### config.mk
export PLATFORM = sky130hd
export DESIGN_NAME = gc2c_interp
export DESIGN_NICKNAME = d
export VERILOG_FILES = /design/src/hw/rtl/gc2c_pkg.sv /design/src/hw/rtl/gc2c_interp.sv
export SDC_FILE = /design/constraint.sdc
export NUM_CORES = 2
export LEC_CHECK = 0
export ABC_AREA = 1
export CAP_MARGIN = 10
export CORE_MARGIN = 4
export CORE_UTILIZATION = 55
export CTS_BUF_LIST = sky130_fd_sc_hd__clkbuf_8 sky130_fd_sc_hd__clkbuf_16
export CTS_CLUSTER_SIZE = 12
export DETAILED_ROUTE_END_ITERATION = 8
export DONT_BUFFER_PORTS = 1
export PLACE_DENSITY = 0.76
export SLEW_MARGIN = 10
export SYNTH_ARGS = -nofsm -noshare
export SYNTH_HDL_FRONTEND = slang
export SYNTH_SLANG_ARGS = --single-unit
### constraint.sdc
create_clock -name clock -period 4.2 [get_ports clock]
set_clock_uncertainty 0.1 [all_clocks]
set_input_delay 0.21 -clock clock [delete_from_list [all_inputs] [get_ports clock]]
set_output_delay 0.21 -clock clock [all_outputs]
set_load 0.01 [all_outputs]
### src/hw/rtl/gc2c_pkg.sv
package gc2c_pkg;

   // coordinate widths: Q16.16 on the ports, exact headroom inside
   localparam int COORD_W   = 32;
   localparam int WIDE_W    = 36;
   localparam int ROW_OUT_W = 13;
   localparam int COL_OUT_W = 11;
   localparam int CSR_W     = 13;
   localparam int NUM_SEL   = 9;

   // result slots, in emission order for one item
   localparam int SEL_INNER = 0;
   localparam int SEL_LEFT  = 1;
   localparam int SEL_TOP   = 2;
   localparam int SEL_C00   = 3;
   localparam int SEL_BOT   = 4;
   localparam int SEL_CR0   = 5;
   localparam int SEL_RIGHT = 6;
   localparam int SEL_C0C   = 7;
   localparam int SEL_CRC   = 8;

   // register indexes
   localparam logic CSR_NUM_COLS = 1'b0;
   localparam logic CSR_NUM_ROWS = 1'b1;

   typedef logic signed [COORD_W-1:0] coord_type;
   typedef logic signed [WIDE_W-1:0]  wide_type;
   typedef wide_type [NUM_SEL-1:0]    corner_set_type;

   typedef struct packed {
      coord_type centre_x;
      coord_type centre_y;
   } req_payload_type;

   typedef struct packed {
      logic [ROW_OUT_W-1:0] corner_row;
      logic [COL_OUT_W-1:0] corner_col;
      coord_type            corner_x;
      coord_type            corner_y;
      logic                 last_of_run;
      logic                 grid_done;
   } rsp_payload_type;

   // per-item control that travels beside the arithmetic pipe
   typedef struct packed {
      logic [NUM_SEL-1:0]   mask;
      logic [ROW_OUT_W-1:0] row;
      logic [COL_OUT_W-1:0] col;
   } ctl_type;

endpackage

### src/hw/rtl/gc2c_interp.sv
module gc2c_interp
   import gc2c_pkg::*;
(
   input  logic           clock,
   input  logic           adv,
   input  coord_type      cur,
   input  coord_type      left,
   input  coord_type      up,
   input  coord_type      diag,
   output corner_set_type corners
);

   wide_type cur_w, left_w, up_w, diag_w, sum4;

   wide_type g2_ff, g2_in, sl_ff, sl_in, su_ff, su_in, sb_ff, sb_in, sr_ff, sr_in;
   wide_type g3_ff, lx_ff, lx_in, tx_ff, tx_in, bx_ff, bx_in, rx_ff, rx_in;
   corner_set_type corners_ff, corners_in;

   // sign-extend operands
   assign cur_w  = WIDE_W'(cur);
   assign left_w = WIDE_W'(left);
   assign up_w   = WIDE_W'(up);
   assign diag_w = WIDE_W'(diag);

   // stage 2: interior mean (floor) and the pair sums
   assign sum4  = cur_w + left_w + up_w + diag_w;
   assign g2_in = sum4 >>> 2;
   assign sl_in = left_w + diag_w;
   assign su_in = up_w + diag_w;
   assign sb_in = cur_w + left_w;
   assign sr_in = cur_w + up_w;

   // stage 3: edge extrapolation
   assign lx_in = sl_ff - g2_ff;
   assign tx_in = su_ff - g2_ff;
   assign bx_in = sb_ff - g2_ff;
   assign rx_in = sr_ff - g2_ff;

   // stage 4: grid corners from the adjoining edge values and the interior corner
   always_comb begin
      corners_in            = '0;
      corners_in[SEL_INNER] = g3_ff;
      corners_in[SEL_LEFT]  = lx_ff;
      corners_in[SEL_TOP]   = tx_ff;
      corners_in[SEL_C00]   = lx_ff + tx_ff - g3_ff;
      corners_in[SEL_BOT]   = bx_ff;
      corners_in[SEL_CR0]   = bx_ff + lx_ff - g3_ff;
      corners_in[SEL_RIGHT] = rx_ff;
      corners_in[SEL_C0C]   = tx_ff + rx_ff - g3_ff;
      corners_in[SEL_CRC]   = bx_ff + rx_ff - g3_ff;
   end

   always_ff @(posedge clock) begin
      if (adv) begin
         g2_ff      <= g2_in;
         sl_ff      <= sl_in;
         su_ff      <= su_in;
         sb_ff      <= sb_in;
         sr_ff      <= sr_in;
         g3_ff      <= g2_ff;
         lx_ff      <= lx_in;
         tx_ff      <= tx_in;
         bx_ff      <= bx_in;
         rx_ff      <= rx_in;
         corners_ff <= corners_in;
      end
   end

   assign corners = corners_ff;

endmodule

==> key figures <==
Global routing
  • Total grt overflow: 0
  • First-pass GRT wire length: 324800 um
  • All-Layer GR Usage: 42.18%
  • Initial antenna violation count: 5
  • Largest net degree at the start of global routing: 660
  • Number of global-route vias before repair: 50189

Timing
  • Final worst setup slack: 199.3 ps
  • Final min period: 4001 ps
  • Max-Slew Margin vs Limit: -59.47%
  • Max Slew Vio Count: 355
  • Period utilization: 95.26%
  • Fin. Hold Viols: 173
  • Maximum clock rate: 250.0 MHz
  • Worst-Margin Slew: 2392 ps
  • Final Hold Slack: -385.9 ps
  • Finish-stage setup viols: 0

Cells and area
  • Layout area overhead: 9.364%
  • Nets: 8447
  • Post-route cell area: 60990 sq um
  • Post-Layout Cell Count: 9096
  • Share of cells above drive strength 1: 3.386%

Detailed routing
  • Post-route ant nets: 0
  • Drt via density: 5.673
  • Post-DR wirelength/cell: 25.24 um
  • Final wirelength: 229600 um
  • # DRC: 0
  • DRT iter0 DRCs: 5912
  • Metal1 wirelength: 79510 um
  • WL met2: 104000 um
  • Vias: 51603
  • Uppermost layer routed: met5
  • Pre-Repair DR Iteration Count: 6
  • Met3 Wirelength: 21500 um

Status
  • Failing checks: negative hold slack, max-slew violations
  • Run status: finished with violations

Clock tree
  • Clock Latency Late Sink: 660 ps
  • Clock-pin slew on the worst setup and hold paths: 60 ps
  • H-Tree Depth: 3
  • CTS tree: built
  • CTS root buffer: clkbuf_16
  • # hold bufs at CTS: 123
  • Total CTS buffers: 73
  • Clock sinks: 659
  • CTS max path bufs: 3

Yosys
  • Most common cell in the netlist: nand2_1
  • Top post-synthesis cells by area: edfxtp_1 (35%), nand2_1 (16%), inv_1 (11%)
  • Cell Area, Synth: 55770 sq um
  • Post-Synthesis Cells: 7491
  • Syn nets: 8238
  • Most instantiated cells after synthesis: nand2_1 (2326), inv_1 (1628), edfxtp_1 (659)
  • Ys flop type: edfxtp_1
  • Post-synthesis sequential area ratio: 35.48%
  • Synth area leader: edfxtp_1
  • Seq cells post-synth: 659
  • Post-synth top area share: 35.48%
  • Synth warnings: 0
  • Post-synth cell types: 32
  • Number of enable flip-flop cells after synthesis: 659
  • Post-synth ARST share: 0%
  • Avg Cell Area, Syn: 7.445 sq um

Placed design
  • Dpl hpwl: 193100 um
  • IO buf count: 0
  • Placed Instance Area: 57540 sq um
  • Pre-CTS setup slack: -63.83 ps
  • RePlAce Congestion: 1.221
  • Inst Count DP: 8857

Die
  • Full die area: 106600 sq um
  • Core ar.: 100300 sq um
  • Die Height: 326.4 um
  • Initial Utilization: 55.61%
  • # rows: 116
  • Die W: 326.4 um
  • I/O Pins: 454

Critical path
  • Buf+Inv Stages, Crit Path: 1
  • Slowest CP cell: dlygate4sd3_1
  • CP max stage delay: 590 ps
  • Worst Setup End Kind: register
  • CP delay by family, top: adder cells
  • Worst-path fanout max: 4
  • Cell chain of the critical path: dlygate4sd3_1 -> ha_1 -> a21oi_1 -> o21ai_0 -> a21oi_1 -> nand2_1 -> xor2_1 -> fa_1 -> ha_1 -> a21oi_1 -> nand2_1 -> a21oi_1 -> nand3_2 -> nand2_1 -> nand2_1 -> nand2_1 -> nand2_1
  • Most frequent CP cell: nand2_1
  • CP Launch Type: input pin
  • Setup Crit Path Kind: input pin to register
  • Critical Path RT: 4500 ps
  • WP data arrival: 4300 ps

Hold path
  • Hold Path Class: input pin to register

Job
  • MaxCap Viol Count: 0
[registers in the layout, summed over array words and instances (netlist names)]
name	count
corners	319
su_ff	33
bx_ff	34
g3_ff	33
g2_ff	33
sr_ff	33
sb_ff	33
lx_ff	36
sl_ff	33
tx_ff	36
rx_ff	36
[layout make-up]
class                           instances  area [sq um]
Inverter                             1630          6118
Fill cell                            9161         39300
Clock buffer                           76          1902
Sequential cell                       659         19790
Multi-Input combinational cell       5197         29850
Tap cell                             1357          1698
Antenna cell                            1         2.502
Timing Repair Buffer                  139          1351
Clock inverter                         37         281.5
[worst paths after layout]
check / startpoint / endpoint / slack [ps] / cells past startpoint
worst max register to register: g3_ff[18] / corners[271] / 680 / 8
worst min register to register: rx_ff[6] / corners[222] / 350 / 0
worst min-delay path: adv / corners[183] / -390 / 0
worst max-delay path: left[10] / g2_ff[32] / 200 / 17
[placed cells by master, fill, tap and decap left out, drive strengths merged, types with 3 or more instances in the layout]
cell         instances
xor2               193
o21a                 8
fa                 181
nor2               671
edfxtp             659
a31oi                9
and2                 8
dlygate4sd3        123
nand3              305
inv               1643
o21ai              241
buf                 16
clkinv              22
nand2             2404
nand3b               3
o21bai              48
nand4               59
nor4                 6
a21o                12
a21oi              460
nor3               118
clkbuf              76
ha                 436
xnor2               34
[metrics by stage]
stage                     utilization (%)  TNS (ps)  hold slack [ps]
after floorplan                         -         0            222.5
after global placement              57.37         0            284.2
after detailed placement            57.37    -63.83            290.1
after CTS                           60.77         0           -388.3
after global routing                60.81    -7.097           -428.8
final                               60.82         0           -385.9
[cell families after synthesis]
group	count (synthesis)	share of synthesized area [%]
AOI/OAI and AO/OA	779	7.381
adders and majority gates	617	16.28
and+or+nand+nor	3574	26.25
DFF	659	35.48
xor gates and xnor gates	227	3.565
buffers and inverters	1635	11.04
[timing repair]
action / in CTS / in global routing
setup buffers: 0 / 2
resized for setup: 0 / 5
endpoints found under the hold margin: 639 / 230
setup endpoints to repair: 0 / 16
[per-layer routing]
layer / track usage (%) / vias up
li1: - / 23947
met1: 47.92 / 23782
met2: 69.36 / 3065
met3: 7.719 / 805
met4: 35.06 / 4
met5: 0 / -
Power is not shown: default switching activity piles up to over one toggle a cycle in this logic, so the estimate is an artifact.
